[src/rtl/pfe_pkg.sv]
// ----------------------------------------------------------------------------
// pfe_pkg
// Types, constants and helpers shared by the format engine modules.
// ----------------------------------------------------------------------------
`default_nettype none

package pfe_pkg;

   localparam int WIDTH_LIMIT  = 63;
   localparam int DIGIT_SLOTS  = 12;
   localparam int QUEUE_DEPTH  = 4;

   localparam int WIDTH_BITS   = $clog2(WIDTH_LIMIT + 1);
   localparam int SLOT_BITS    = $clog2(DIGIT_SLOTS);
   localparam int COUNT_BITS   = $clog2(DIGIT_SLOTS + 1);
   localparam int QPTR_BITS    = $clog2(QUEUE_DEPTH);

   // Reciprocal of ten for a 32-bit dividend: q = (v * RECIP10) >> RECIP10_SHIFT.
   localparam logic [31:0] RECIP10       = 32'hCCCC_CCCD;
   localparam int          RECIP10_SHIFT = 35;

   localparam logic [7:0] CH_NUL     = 8'h00;
   localparam logic [7:0] CH_SPACE   = 8'h20;
   localparam logic [7:0] CH_PERCENT = 8'h25;
   localparam logic [7:0] CH_MINUS   = 8'h2D;
   localparam logic [7:0] CH_ZERO    = 8'h30;
   localparam logic [7:0] CH_NINE    = 8'h39;
   localparam logic [7:0] CH_UPPER_A = 8'h41;
   localparam logic [7:0] CH_UPPER_X = 8'h58;
   localparam logic [7:0] CH_LOWER_A = 8'h61;
   localparam logic [7:0] CH_LOWER_C = 8'h63;
   localparam logic [7:0] CH_LOWER_D = 8'h64;
   localparam logic [7:0] CH_LOWER_U = 8'h75;
   localparam logic [7:0] CH_LOWER_X = 8'h78;

   // Command kinds passed from the front to the back.
   localparam logic [1:0] CMD_CHAR = 2'd0;
   localparam logic [1:0] CMD_EOS  = 2'd1;
   localparam logic [1:0] CMD_DEC  = 2'd2;
   localparam logic [1:0] CMD_HEX  = 2'd3;

   typedef logic [WIDTH_BITS-1:0] pfe_width_type;

   typedef struct packed {
      logic [7:0]  format_char;
      logic [31:0] arg_value;
   } pfe_req_type;

   typedef struct packed {
      logic [7:0] out_char;
      logic       last;
      logic       end_of_string;
   } pfe_rsp_type;

   typedef struct packed {
      logic [1:0]    kind;
      logic [7:0]    char_val;
      logic [31:0]   value;
      logic          neg;
      logic          upper;
      logic          zero_pad;
      pfe_width_type width;
   } pfe_cmd_type;

   function automatic logic [7:0] pfe_digit_char(input logic [3:0] d, input logic upper);
      logic [7:0] base;
      base = upper ? CH_UPPER_A : CH_LOWER_A;
      if (d < 4'd10) begin
         return CH_ZERO + {4'd0, d};
      end
      return base + {4'd0, d} - 8'd10;
   endfunction

endpackage

`default_nettype wire

[src/rtl/pfe_front.sv]
// ----------------------------------------------------------------------------
// pfe_front
// Parses format bytes, tracks the conversion spec and issues commands.
// ----------------------------------------------------------------------------
`default_nettype none

module pfe_front (
   input  wire                 clock,
   input  wire                 reset,
   input  wire                 accept,
   input  pfe_pkg::pfe_req_type req,
   output logic                cmd_push,
   output pfe_pkg::pfe_cmd_type cmd
);
   import pfe_pkg::*;

   localparam logic [1:0] PH_LIT  = 2'd0;
   localparam logic [1:0] PH_OPEN = 2'd1;
   localparam logic [1:0] PH_SPEC = 2'd2;

   localparam int WIDE_BITS = WIDTH_BITS + 4;

   logic [1:0]          phase_ff, phase_in;
   logic                zero_pad_ff, zero_pad_in;
   pfe_width_type       width_ff, width_in;
   logic [WIDE_BITS-1:0] wide;
   logic [7:0]          ch;
   logic [31:0]         arg;

   assign ch  = req.format_char;
   assign arg = req.arg_value;

   // Width times ten plus the new digit.
   assign wide = WIDE_BITS'({width_ff, 3'b000}) + WIDE_BITS'({width_ff, 1'b0})
               + WIDE_BITS'(ch[3:0]);

   always_comb begin
      phase_in    = phase_ff;
      zero_pad_in = zero_pad_ff;
      width_in    = width_ff;
      cmd_push    = 1'b0;
      cmd.kind     = CMD_CHAR;
      cmd.char_val = ch;
      cmd.value    = arg;
      cmd.neg      = 1'b0;
      cmd.upper    = 1'b0;
      cmd.zero_pad = zero_pad_ff;
      cmd.width    = width_ff;
      if (accept) begin
         if (ch == CH_NUL) begin
            phase_in = PH_LIT;
            cmd_push = 1'b1;
            cmd.kind = CMD_EOS;
         end else if (phase_ff == PH_LIT) begin
            if (ch == CH_PERCENT) begin
               phase_in    = PH_OPEN;
               zero_pad_in = 1'b0;
               width_in    = '0;
            end else begin
               cmd_push = 1'b1;
            end
         end else if (phase_ff == PH_OPEN && ch == CH_ZERO) begin
            zero_pad_in = 1'b1;
            phase_in    = PH_SPEC;
         end else if (ch inside {[CH_ZERO:CH_NINE]}) begin
            phase_in = PH_SPEC;
            if (wide > WIDE_BITS'(WIDTH_LIMIT)) begin
               width_in = WIDTH_BITS'(WIDTH_LIMIT);
            end else begin
               width_in = wide[WIDTH_BITS-1:0];
            end
         end else begin
            phase_in = PH_LIT;
            case (ch)
               CH_LOWER_U: begin
                  cmd_push = 1'b1;
                  cmd.kind = CMD_DEC;
               end
               CH_LOWER_D: begin
                  cmd_push  = 1'b1;
                  cmd.kind  = CMD_DEC;
                  cmd.neg   = arg[31];
                  cmd.value = arg[31] ? (32'd0 - arg) : arg;
               end
               CH_LOWER_X: begin
                  cmd_push = 1'b1;
                  cmd.kind = CMD_HEX;
               end
               CH_UPPER_X: begin
                  cmd_push  = 1'b1;
                  cmd.kind  = CMD_HEX;
                  cmd.upper = 1'b1;
               end
               CH_LOWER_C: begin
                  cmd_push     = 1'b1;
                  cmd.char_val = arg[7:0];
               end
               CH_PERCENT: begin
                  cmd_push     = 1'b1;
                  cmd.char_val = CH_PERCENT;
               end
               default: begin
                  cmd_push = 1'b0;
               end
            endcase
         end
      end
   end

   always_ff @(posedge clock) begin
      if (reset) begin
         phase_ff    <= PH_LIT;
         zero_pad_ff <= 1'b0;
         width_ff    <= '0;
      end else begin
         phase_ff    <= phase_in;
         zero_pad_ff <= zero_pad_in;
         width_ff    <= width_in;
      end
   end

endmodule

`default_nettype wire

[src/rtl/pfe_cmd_fifo.sv]
// ----------------------------------------------------------------------------
// pfe_cmd_fifo
// Short command queue between the parser and the output sequencer.
// ----------------------------------------------------------------------------
`default_nettype none

module pfe_cmd_fifo (
   input  wire                  clock,
   input  wire                  reset,
   input  wire                  push,
   input  pfe_pkg::pfe_cmd_type push_data,
   output logic                 full,
   input  wire                  pop,
   output pfe_pkg::pfe_cmd_type head,
   output logic                 empty
);
   import pfe_pkg::*;

   pfe_cmd_type          slots_ff [QUEUE_DEPTH];
   logic [QPTR_BITS:0]   wr_ptr_ff, wr_ptr_in;
   logic [QPTR_BITS:0]   rd_ptr_ff, rd_ptr_in;
   logic                 do_push, do_pop;

   assign empty   = (wr_ptr_ff == rd_ptr_ff);
   assign full    = (wr_ptr_ff[QPTR_BITS] != rd_ptr_ff[QPTR_BITS])
                 && (wr_ptr_ff[QPTR_BITS-1:0] == rd_ptr_ff[QPTR_BITS-1:0]);
   assign do_push = push && !full;
   assign do_pop  = pop && !empty;
   assign head    = slots_ff[rd_ptr_ff[QPTR_BITS-1:0]];

   assign wr_ptr_in = do_push ? wr_ptr_ff + 1'b1 : wr_ptr_ff;
   assign rd_ptr_in = do_pop  ? rd_ptr_ff + 1'b1 : rd_ptr_ff;

   always_ff @(posedge clock) begin
      if (do_push) begin
         slots_ff[wr_ptr_ff[QPTR_BITS-1:0]] <= push_data;
      end
   end

   always_ff @(posedge clock) begin
      if (reset) begin
         wr_ptr_ff <= '0;
         rd_ptr_ff <= '0;
      end else begin
         wr_ptr_ff <= wr_ptr_in;
         rd_ptr_ff <= rd_ptr_in;
      end
   end

endmodule

`default_nettype wire

[src/rtl/pfe_back.sv]
// ----------------------------------------------------------------------------
// pfe_back
// Runs commands: digit extraction, padding, one character a cycle if not stalled.
// ----------------------------------------------------------------------------
`default_nettype none

module pfe_back (
   input  wire                  clock,
   input  wire                  reset,
   input  pfe_pkg::pfe_cmd_type cmd,
   input  wire                  cmd_empty,
   output logic                 cmd_pop,
   output logic                 rsp_valid,
   output pfe_pkg::pfe_rsp_type rsp,
   input  wire                  rsp_take
);
   import pfe_pkg::*;

   localparam logic [2:0] ST_IDLE  = 3'd0;
   localparam logic [2:0] ST_MUL   = 3'd1;
   localparam logic [2:0] ST_DIV   = 3'd2;
   localparam logic [2:0] ST_HEX   = 3'd3;
   localparam logic [2:0] ST_PAD   = 3'd4;
   localparam logic [2:0] ST_SIGN  = 3'd5;
   localparam logic [2:0] ST_DIGIT = 3'd6;

   logic [2:0]            state_ff, state_in;
   logic [31:0]           value_ff, value_in;
   logic [63:0]           prod_ff, prod_in;
   logic                  neg_ff, neg_in;
   logic                  upper_ff, upper_in;
   logic                  zero_pad_ff, zero_pad_in;
   pfe_width_type         width_ff, width_in;
   pfe_width_type         pad_ff, pad_in;
   logic [COUNT_BITS-1:0] ndig_ff, ndig_in;
   logic [SLOT_BITS-1:0]  idx_ff, idx_in;
   logic [7:0]            digits_ff [DIGIT_SLOTS];
   logic                  rsp_valid_ff, rsp_valid_in;
   pfe_rsp_type           rsp_ff;

   logic                  out_free;
   logic                  emit;
   pfe_rsp_type           emit_data;
   logic                  wr_en;
   logic [3:0]            digit;
   logic [31:0]           quot;
   logic [31:0]           quot10;
   logic                  conv_done;
   pfe_width_type         text_len;
   pfe_width_type         pad_calc;

   assign out_free  = !rsp_valid_ff || rsp_take;
   assign rsp_valid = rsp_valid_ff;
   assign rsp       = rsp_ff;

   assign quot     = 32'(prod_ff[63:RECIP10_SHIFT]);
   assign quot10   = {quot[28:0], 3'b000} + {quot[30:0], 1'b0};
   // Length of the text: the digit being stored now, the earlier ones, the sign.
   assign text_len = WIDTH_BITS'(ndig_ff) + WIDTH_BITS'(1) + WIDTH_BITS'(neg_ff);
   assign pad_calc = (width_ff > text_len) ? (width_ff - text_len) : '0;

   always_comb begin
      state_in    = state_ff;
      value_in    = value_ff;
      prod_in     = prod_ff;
      neg_in      = neg_ff;
      upper_in    = upper_ff;
      zero_pad_in = zero_pad_ff;
      width_in    = width_ff;
      pad_in      = pad_ff;
      ndig_in     = ndig_ff;
      idx_in      = idx_ff;
      cmd_pop     = 1'b0;
      emit        = 1'b0;
      emit_data   = '0;
      wr_en       = 1'b0;
      digit       = value_ff[3:0];
      conv_done   = 1'b0;
      case (state_ff)
         ST_IDLE: begin
            if (!cmd_empty) begin
               case (cmd.kind)
                  CMD_CHAR, CMD_EOS: begin
                     if (out_free) begin
                        cmd_pop                 = 1'b1;
                        emit                    = 1'b1;
                        emit_data.out_char      = cmd.char_val;
                        emit_data.last          = 1'b1;
                        emit_data.end_of_string = (cmd.kind == CMD_EOS);
                     end
                  end
                  CMD_DEC, CMD_HEX: begin
                     cmd_pop     = 1'b1;
                     value_in    = cmd.value;
                     neg_in      = cmd.neg;
                     upper_in    = cmd.upper;
                     zero_pad_in = cmd.zero_pad;
                     width_in    = cmd.width;
                     ndig_in     = '0;
                     state_in    = (cmd.kind == CMD_DEC) ? ST_MUL : ST_HEX;
                  end
                  default: begin
                     cmd_pop = 1'b1;
                  end
               endcase
            end
         end
         ST_MUL: begin
            prod_in  = value_ff * RECIP10;
            state_in = ST_DIV;
         end
         ST_DIV: begin
            digit     = 4'(value_ff - quot10);
            wr_en     = 1'b1;
            ndig_in   = ndig_ff + 1'b1;
            value_in  = quot;
            conv_done = (quot == 32'd0);
            state_in  = ST_MUL;
         end
         ST_HEX: begin
            digit     = value_ff[3:0];
            wr_en     = 1'b1;
            ndig_in   = ndig_ff + 1'b1;
            value_in  = {4'd0, value_ff[31:4]};
            conv_done = (value_ff[31:4] == 28'd0);
         end
         ST_PAD: begin
            if (out_free) begin
               emit               = 1'b1;
               emit_data.out_char = zero_pad_ff ? CH_ZERO : CH_SPACE;
               pad_in             = pad_ff - 1'b1;
               if (pad_ff == WIDTH_BITS'(1)) begin
                  state_in = neg_ff ? ST_SIGN : ST_DIGIT;
               end
            end
         end
         ST_SIGN: begin
            if (out_free) begin
               emit               = 1'b1;
               emit_data.out_char = CH_MINUS;
               state_in           = ST_DIGIT;
            end
         end
         ST_DIGIT: begin
            if (out_free) begin
               emit               = 1'b1;
               emit_data.out_char = digits_ff[idx_ff];
               if (idx_ff == '0) begin
                  emit_data.last = 1'b1;
                  state_in       = ST_IDLE;
               end else begin
                  idx_in = idx_ff - 1'b1;
               end
            end
         end
         default: begin
            state_in = ST_IDLE;
         end
      endcase

      // The most significant digit has just been stored: set up the emission.
      if (conv_done) begin
         idx_in = ndig_ff[SLOT_BITS-1:0];
         pad_in = pad_calc;
         if (pad_calc != '0) begin
            state_in = ST_PAD;
         end else if (neg_ff) begin
            state_in = ST_SIGN;
         end else begin
            state_in = ST_DIGIT;
         end
      end

      if (emit) begin
         rsp_valid_in = 1'b1;
      end else if (rsp_take) begin
         rsp_valid_in = 1'b0;
      end else begin
         rsp_valid_in = rsp_valid_ff;
      end
   end

   always_ff @(posedge clock) begin
      if (wr_en) begin
         digits_ff[ndig_ff[SLOT_BITS-1:0]] <= pfe_digit_char(digit, upper_ff);
      end
      if (emit) begin
         rsp_ff <= emit_data;
      end
      value_ff    <= value_in;
      prod_ff     <= prod_in;
      neg_ff      <= neg_in;
      upper_ff    <= upper_in;
      zero_pad_ff <= zero_pad_in;
      width_ff    <= width_in;
      pad_ff      <= pad_in;
      ndig_ff     <= ndig_in;
      idx_ff      <= idx_in;
   end

   always_ff @(posedge clock) begin
      if (reset) begin
         state_ff     <= ST_IDLE;
         rsp_valid_ff <= 1'b0;
      end else begin
         state_ff     <= state_in;
         rsp_valid_ff <= rsp_valid_in;
      end
   end

endmodule

`default_nettype wire

[src/rtl/printf_format_engine.sv]
// ----------------------------------------------------------------------------
// printf_format_engine
// Byte-at-a-time printf-style formatter with a parser front and output back.
// ----------------------------------------------------------------------------
// The parser takes one format byte per cycle while its four-entry command
// queue has room; bytes that only open or extend a spec produce no output.
// The output sequencer sets the rate: a plain byte, %c, %% or the terminator
// goes out straight from its command. A conversion first takes its command;
// then each decimal digit is found by a multiply by the reciprocal of ten
// and a reduce step, and each hex digit is split off directly. The output
// characters (padding, sign, digits) then go out one by one, as fast as
// the result side takes them.
`default_nettype none

module printf_format_engine (
   input  wire                   clock,
   input  wire                   reset,
   input  wire                   req_push,
   output logic                  req_full,
   input  pfe_pkg::pfe_req_type  req_payload,
   output logic                  rsp_empty,
   input  wire                   rsp_pop,
   output pfe_pkg::pfe_rsp_type  rsp_payload
);
   import pfe_pkg::*;

   logic        queue_full;
   logic        queue_empty;
   logic        accept;
   logic        cmd_push;
   logic        cmd_pop;
   logic        rsp_valid;
   logic        rsp_take;
   pfe_cmd_type cmd_in;
   pfe_cmd_type cmd_head;

   assign req_full  = queue_full;
   assign accept    = req_push && !queue_full;
   assign rsp_empty = !rsp_valid;
   assign rsp_take  = rsp_pop && rsp_valid;

   pfe_front u_front (
      .clock    (clock),
      .reset    (reset),
      .accept   (accept),
      .req      (req_payload),
      .cmd_push (cmd_push),
      .cmd      (cmd_in)
   );

   pfe_cmd_fifo u_fifo (
      .clock     (clock),
      .reset     (reset),
      .push      (cmd_push),
      .push_data (cmd_in),
      .full      (queue_full),
      .pop       (cmd_pop),
      .head      (cmd_head),
      .empty     (queue_empty)
   );

   pfe_back u_back (
      .clock     (clock),
      .reset     (reset),
      .cmd       (cmd_head),
      .cmd_empty (queue_empty),
      .cmd_pop   (cmd_pop),
      .rsp_valid (rsp_valid),
      .rsp       (rsp_payload),
      .rsp_take  (rsp_take)
   );

endmodule

`default_nettype wire

[config.mk]
export PLATFORM = sky130hd
export DESIGN_NAME = printf_format_engine
export DESIGN_NICKNAME = d
export VERILOG_FILES = /design/src/rtl/pfe_pkg.sv /design/src/rtl/pfe_front.sv /design/src/rtl/pfe_cmd_fifo.sv /design/src/rtl/pfe_back.sv /design/src/rtl/printf_format_engine.sv
export SDC_FILE = /design/constraint.sdc
export NUM_CORES = 2
export LEC_CHECK = 0
export BUFFER_PORTS_ARGS = -buffer_cell sky130_fd_sc_hd__buf_2
export CAP_MARGIN = 5
export CORE_MARGIN = 2
export CORE_UTILIZATION = 65
export CTS_BUF_LIST = sky130_fd_sc_hd__clkbuf_4
export DETAILED_ROUTE_END_ITERATION = 8
export HOLD_SLACK_MARGIN = 0.12
export PLACE_DENSITY = 0.79
export SLEW_MARGIN = 20
export SYNTH_ARGS = -nofsm -noshare
export SYNTH_HDL_FRONTEND = slang
export SYNTH_HIERARCHICAL = 1
export SYNTH_SLANG_ARGS = --single-unit
[constraint.sdc]
create_clock -name clock -period 11.5 [get_ports clock]
set_input_delay 1.725 -clock clock [delete_from_list [all_inputs] [get_ports clock]]
set_output_delay 1.725 -clock clock [all_outputs]
set_load 0.01 [all_outputs]
* Word level (Yosys, flattened, before mapping)
Memory sizes are Yosys's and may differ from the RTL's. A register that Yosys moved wholly into a read port is not among the register bits.
Index checks and enable logic that the tools add are counted.
** Operators by class
- Add/sub/neg operators :: 16
- Multiply operators :: 1
- Reductions and logical operators :: 44
- Bitwise gates (word level) :: 5
- Mux-type cells :: 92
- $lt $le $gt $ge :: 5
- Equality and inequality tests :: 35
** Operator list (number)
- 44-bit two-way mux :: 4
- 32-bit two-way mux :: 3
- 32-bit case mux with 3 select lines :: 1
- 6-bit two-way mux :: 11
- 32-bit by 32-bit multiplier with 64-bit output (second input constant) :: 1
- 42-bit two-way mux :: 1
- 8-bit by 7-bit == test with 1-bit output (second input constant) :: 5
- 33-bit two-way mux :: 1
- 32-bit zero test :: 1
- 4-bit two-way mux :: 8
- 8-bit two-way mux :: 4
- 8-bit case mux with 4 select lines :: 1
- 1-bit by 32-bit subtractor with 32-bit output (first input constant) :: 1
- 10-bit two-way mux :: 3
- 28-bit zero test :: 1
- 3-bit two-way mux :: 9
- 1-bit two-way mux :: 26
- 3-bit case mux with 7 select lines :: 1
- 2-bit two-way mux :: 10
- 8-bit by 6-bit == test with 1-bit output (second input constant) :: 2
- 8-bit case mux with 2 select lines :: 1
- 3-bit by 1-bit != test with 1-bit output (second input constant) :: 5
- 2-bit nonzero test :: 7
- 3-bit AND reduction :: 4
- 55 further kinds :: 87
** Storage, ports and cells
- Output and inout port bits :: 12
- Logic and storage cells :: 219
- Memories :: 2
- Register bits after elaboration :: 148
- Memory bits (writable) :: 300
** Memory list
- u_fifo.slots_ff :: depth 4, bits a word 51, read ports 1, clocked after Yosys merged registers in 1, wr ports 1, RTL line pfe_cmd_fifo.sv:19 : pfe_cmd_type slots_ff [QUEUE_DEPTH];
- u_back.digits_ff :: depth 12, bits a word 8, read ports 1, clocked after Yosys merged registers in 1, wr ports 1, RTL line pfe_back.sv:37 : logic [7:0] digits_ff [DIGIT_SLOTS];

* Logic depth before layout (Yosys ltp)
- Word-level depth :: 11
- Mapped depth :: 25

* By module
Netlist, hierarchy kept.
** Modules (own cells, without submodules)
- pfe_back :: times used 1, seq. area each 5505.3 sq um, area an instance 26063.7 sq um, cells each 2487
- pfe_cmd_fifo :: times used 1, seq. area each 6286.0 sq um, area an instance 7908.8 sq um, cells each 335
- pfe_front :: times used 1, seq. area each 180.2 sq um, area an instance 1757.9 sq um, cells each 227
- printf_format_engine :: times used 1, seq. area each 0.0 sq um, area an instance 18.8 sq um, cells each 3

* Least setup slack after synthesis
Ideal clock, no wire load.
- Path type :: register -> register
- Start :: register u_back.value_ff[20]
- End :: register u_back.prod_ff[63], data pin
- Data arrival time :: 6.476 ns
- Path buffers :: 1
- Stages on the path, launching flop included :: 26
- Required time :: 11.241 ns
- Slack :: 4.765 ns
- Period minus slack after synthesis :: 6.735 ns
- Path through :: edfxtp_1 -> inv_1 -> ha_1 -> inv_1 -> fa_1 -> inv_1 -> fa_1 -> inv_1 -> fa_1 -> inv_1 -> fa_1 -> fa_1 -> fa_1 -> inv_1 -> fa_1 -> inv_1 -> ha_1 -> buf_2 -> nand4_1 -> nor4_2 -> nand3_1 -> nand2_1 -> a21oi_1 -> a31oi_2 -> a22oi_2 -> a211o_1
** Between the ends
- Cells in the longest elaborated chain, start to end :: 1
** Ends and longest elaborated chain
- from (decl) :: RTL line pfe_back.sv:28 : logic [31:0] value_ff, value_in;
- from (signal assigned) :: RTL line pfe_back.sv:190 : value_ff <= value_in;
- 32-bit by 32-bit multiplier with 64-bit output :: RTL line pfe_back.sv:109 : prod_in = value_ff * RECIP10;
- to (signal assigned) :: RTL line pfe_back.sv:191 : prod_ff <= prod_in;
- to (decl) :: RTL line pfe_back.sv:29 : logic [63:0] prod_ff, prod_in;
No other way between the ends.
A chain may end at the register's enable or synchronous reset.

* Worst setup path after layout
- Start :: register u_back.value_ff[15]
- End :: register u_back.prod_ff[49], data pin
Same word-level chain as after synthesis.

==> key figures <==
Run status
  – Status: finished clean

STA
  – Fin. max-slew vios: 0
  – Worst slew pin tran: around 1.0 ns
  – Minimum clock period: 8.05 ns
  – RSZ-0062 raised after global routing: no
  – Endpoints failing setup: 0
  – Final WS setup: 3.45 ns
  – Setup TNS: 0 ns
  – Layout Skew: around 0.096 ns
  – Endpoints failing hold: 0
  – Period Utilization, post-route: 0.700
  – Worst rel slew slack: 0.321
  – Fmax: roughly 120 MHz

Yosys
  – Cell count after synthesis: around 3000
  – Distinct cells, synth: a little over 90
  – Area contributors post-synth: edfxtp_1, fa_1, ha_1
  – YS warnings: 6
  – Flops & latches, synth: between 400 and 500
  – Most common cell in the netlist: inv_1
  – Yosys top cell area share: 0.321
  – Syn avg cell area: between 10 and 15 um^2
  – Area leader, netlist: edfxtp_1
  – Post-synth design cell area: roughly 36000 um^2
  – Post-synth EDFFs: about 380
  – Post-synth top cells: inv_1, ha_1, fa_1, edfxtp_1, nand2_1
  – Most used DFF post-synth: edfxtp_1
  – Synth async-reset ratio: 0
  – Syn nets: around 3900
  – Post-synthesis sequential area ratio: 0.335

Drt
  – Avg Vias per Cell: about 6.0
  – M1 WL: about 40 mm
  – Drt first pass iters: 5
  – Post-Route WL: just under 100 mm
  – Routed Antenna Nets: 0
  – Met3 wire length: approximately 10 mm
  – Met2 wire length: ~44 mm
  – 1st-iter DRT viols: about 2200
  – Top Metal Used: met5
  – Vias: 23500
  – Post-route DRC: 0
  – Routed WL per cell: approximately 25 um

Worst setup path
  – Setup crit end kind: flop
  – Slowest CP cell: edfxtp_1
  – Required @ worst endpoint: roughly 12 ns
  – Worst Path Buf+Inv: 7
  – Critical Path End: u_back/prod_ff[49]$_DFFE_PP_
  – Reg-to-reg startpoint: u_back/value_ff[15]$_DFFE_PP_
  – Crit Path Max Fanout: 6
  – Worst R2R Path Depth: 24
  – Reg2reg end: u_back/prod_ff[49]$_DFFE_PP_
  – Stages on worst setup path: 24
  – Worst setup path startpoint: u_back/value_ff[15]$_DFFE_PP_
  – Crit path arrival time: 8.62 ns
  – R2r setup slk: between 3 and 4 ns
  – Worst setup SP type: flop
  – Setup Crit Path Kind: reg -> reg
  – Crit-path cells: inv_1 > ha_1 > inv_1 > fa_1 > inv_1 > fa_1 > inv_1 > fa_1 > inv_1 > fa_1 > fa_1 > fa_1 > inv_1 > fa_1 > inv_1 > ha_1 > nand4_1 > nor4_1 > o2111ai_1 > a32oi_1 > nand2_1 > and3_1 > o21ai_0 > xnor2_1
  – Cell family with most CP delay: adder cells
  – Max incr delay on CP: 0.60 ns

Die
  – Floorplan row count: between 80 and 90
  – Initial Utilization: 0.660
  – Die Wd: 239 um
  – Chip height: ~240 um
  – Core area: between 50000 and 60000 um^2
  – I/O pins: between 50 and 60
  – Die area: ~57000 um^2

Layout
  – Nets@finish: ~4000
  – Register area: about 12000 um^2
  – Multi-input logic area: about 21000 um^2
  – Synth-to-layout area growth: 6.77%
  – Share of cells above drive strength 1: 0.111
  – Fillers: between 3000 and 4000

Global route
  – Grt ovf: 0
  – Total GRT Usage: 0.357
  – First-pass GRT wire length: about 150 mm
  – Initial antenna violation count: 4
  – Largest net degree at the start of global routing: 52
  – Vias in the first global route: about 25000

Run
  – Max-cap violations: 0

Placed design
  – Detailed Place HPWL: 78.2 mm
  – Port Buffer Count: between 50 and 60
  – Pre-CTS worst setup slack: about 3.7 ns
  – RD Place Congestion: approximately 1

Clock tree
  – Clk slew on worst S/H paths: 0.07 ns
  – Setup bufs post-CTS: 0
  – Clk Latency, worst-skew pair: 0.90 ns
  – CTS buffer count: slightly above 100
  – CTS root buffer: clkbuf_4
  – CTS tree: built
  – Bufs on Longest Clock Path: 3
  – Resized cells post-CTS: 0
  – H-tree levels: 3
  – Hold-fix buffers, CTS: 0
  – Clk sink count: ~410

Min path
  – Worst hold path class: reg -> reg
registers in the layout, summed over array words and instances (netlist names), 3 cells and up, named ones only:
name	cells
u_fifo/rd_ptr_ff	3
u_back/digits_ff	84
u_back/idx_ff	4
u_fifo/wr_ptr_ff	3
u_fifo/slots_ff	204
u_back/prod_ff	29
u_back/value_ff	32
u_front/width_ff	6
u_back/width_ff	6
u_back/ndig_ff	4
u_back/pad_ff	6
u_back/state_ff	3
u_back/rsp	10
per-layer routing:
metal	vias up	track usage
li1	10500	-
met1	11700	0.496
met2	1128	0.538
met3	184	0.114
met4	4	0.121
met5	-	0
stage by stage:
stage                     utilization  hold slack (ns)  instance area [um^2]  instances
after floorplan                     -            0.426                 35700       3052
after global placement          0.678            0.480                 36700       3744
after detailed placement        0.678            0.494                 36700       3744
after CTS                       0.705            0.507                 38200       3930
after global routing            0.705            0.543                 38200       3933
final                           0.705            0.503                 38200       3934
kinds of logic (layout without fill, tap and decap cells):
group                      after synthesis  in the layout  share of synthesized area
adders and majority gates              786            786                      0.357
buffers and inverters                  762            944                     0.0814
and+or+nand+nor                        464            464                     0.0676
DFF                                    407            407                      0.335
AOI/OAI and AO/OA                      390            390                     0.0706
xor gates and xnor gates               130            130                     0.0318
muxes                                  113            113                     0.0569
other                                    0              4                          0
cells in the final DEF (no fill, tap or decap), types with 7 or more instances in the layout:
master	instances
mux2i_1	37
ha_1	397
nor3b_1	12
nand2b_1	14
o21bai_1	11
nand2_1	137
nor4_1	12
buf_2	55
xnor2_1	69
a31oi_1	14
nand3_1	39
nand4_1	23
a21o_1	50
clkbuf_4	139
inv_1	688
o211ai_1	16
and2_1	33
bufinv_16	7
buf_4	15
edfxtp_1	382
nor2b_1	13
xor2_1	61
clkinv_1	31
o21ai_0	100
and3_1	20
dfxtp_1	22
fa_1	389
nor2_1	84
a21oi_1	108
mux4_2	72
a211oi_1	10
o21ai_1	9
a41oi_1	7
nor3_1	29
final cells by class:
cell class | count | area share
Tap cell | 696 | 0.0228
Clock buffer | 139 | 0.0273
Inverter | 688 | 0.0677
Antenna cell | 4 | 0.000262
Multi-Input combinational cell | 1883 | 0.548
Clock inverter | 47 | 0.0101
Timing Repair Buffer | 70 | 0.0102
Sequential cell | 407 | 0.314
how the worst min path moves through the flow:
stage                                startpoint                               end  slack [ns]  cells after the start
2_1_floorplan  u_front/zero_pad_ff$_SDFFE_PP0P_  u_front/zero_pad_ff$_SDFFE_PP0P_        0.43                      2
6_report       u_front/zero_pad_ff$_SDFFE_PP0P_   u_fifo/slots_ff[2][6]$_DFFE_PP_        0.50                      0
4_1_cts        u_front/zero_pad_ff$_SDFFE_PP0P_   u_fifo/slots_ff[2][6]$_DFFE_PP_        0.51                      0
3_5_place_dp   u_front/zero_pad_ff$_SDFFE_PP0P_   u_fifo/slots_ff[3][6]$_DFFE_PP_        0.49                      0
3_3_place_gp   u_front/zero_pad_ff$_SDFFE_PP0P_  u_front/zero_pad_ff$_SDFFE_PP0P_        0.48                      2
5_1_grt        u_front/zero_pad_ff$_SDFFE_PP0P_   u_fifo/slots_ff[2][6]$_DFFE_PP_        0.54                      0
Power is not shown: default switching activity piles up to over one toggle a cycle in this logic, so the estimate is an artifact.
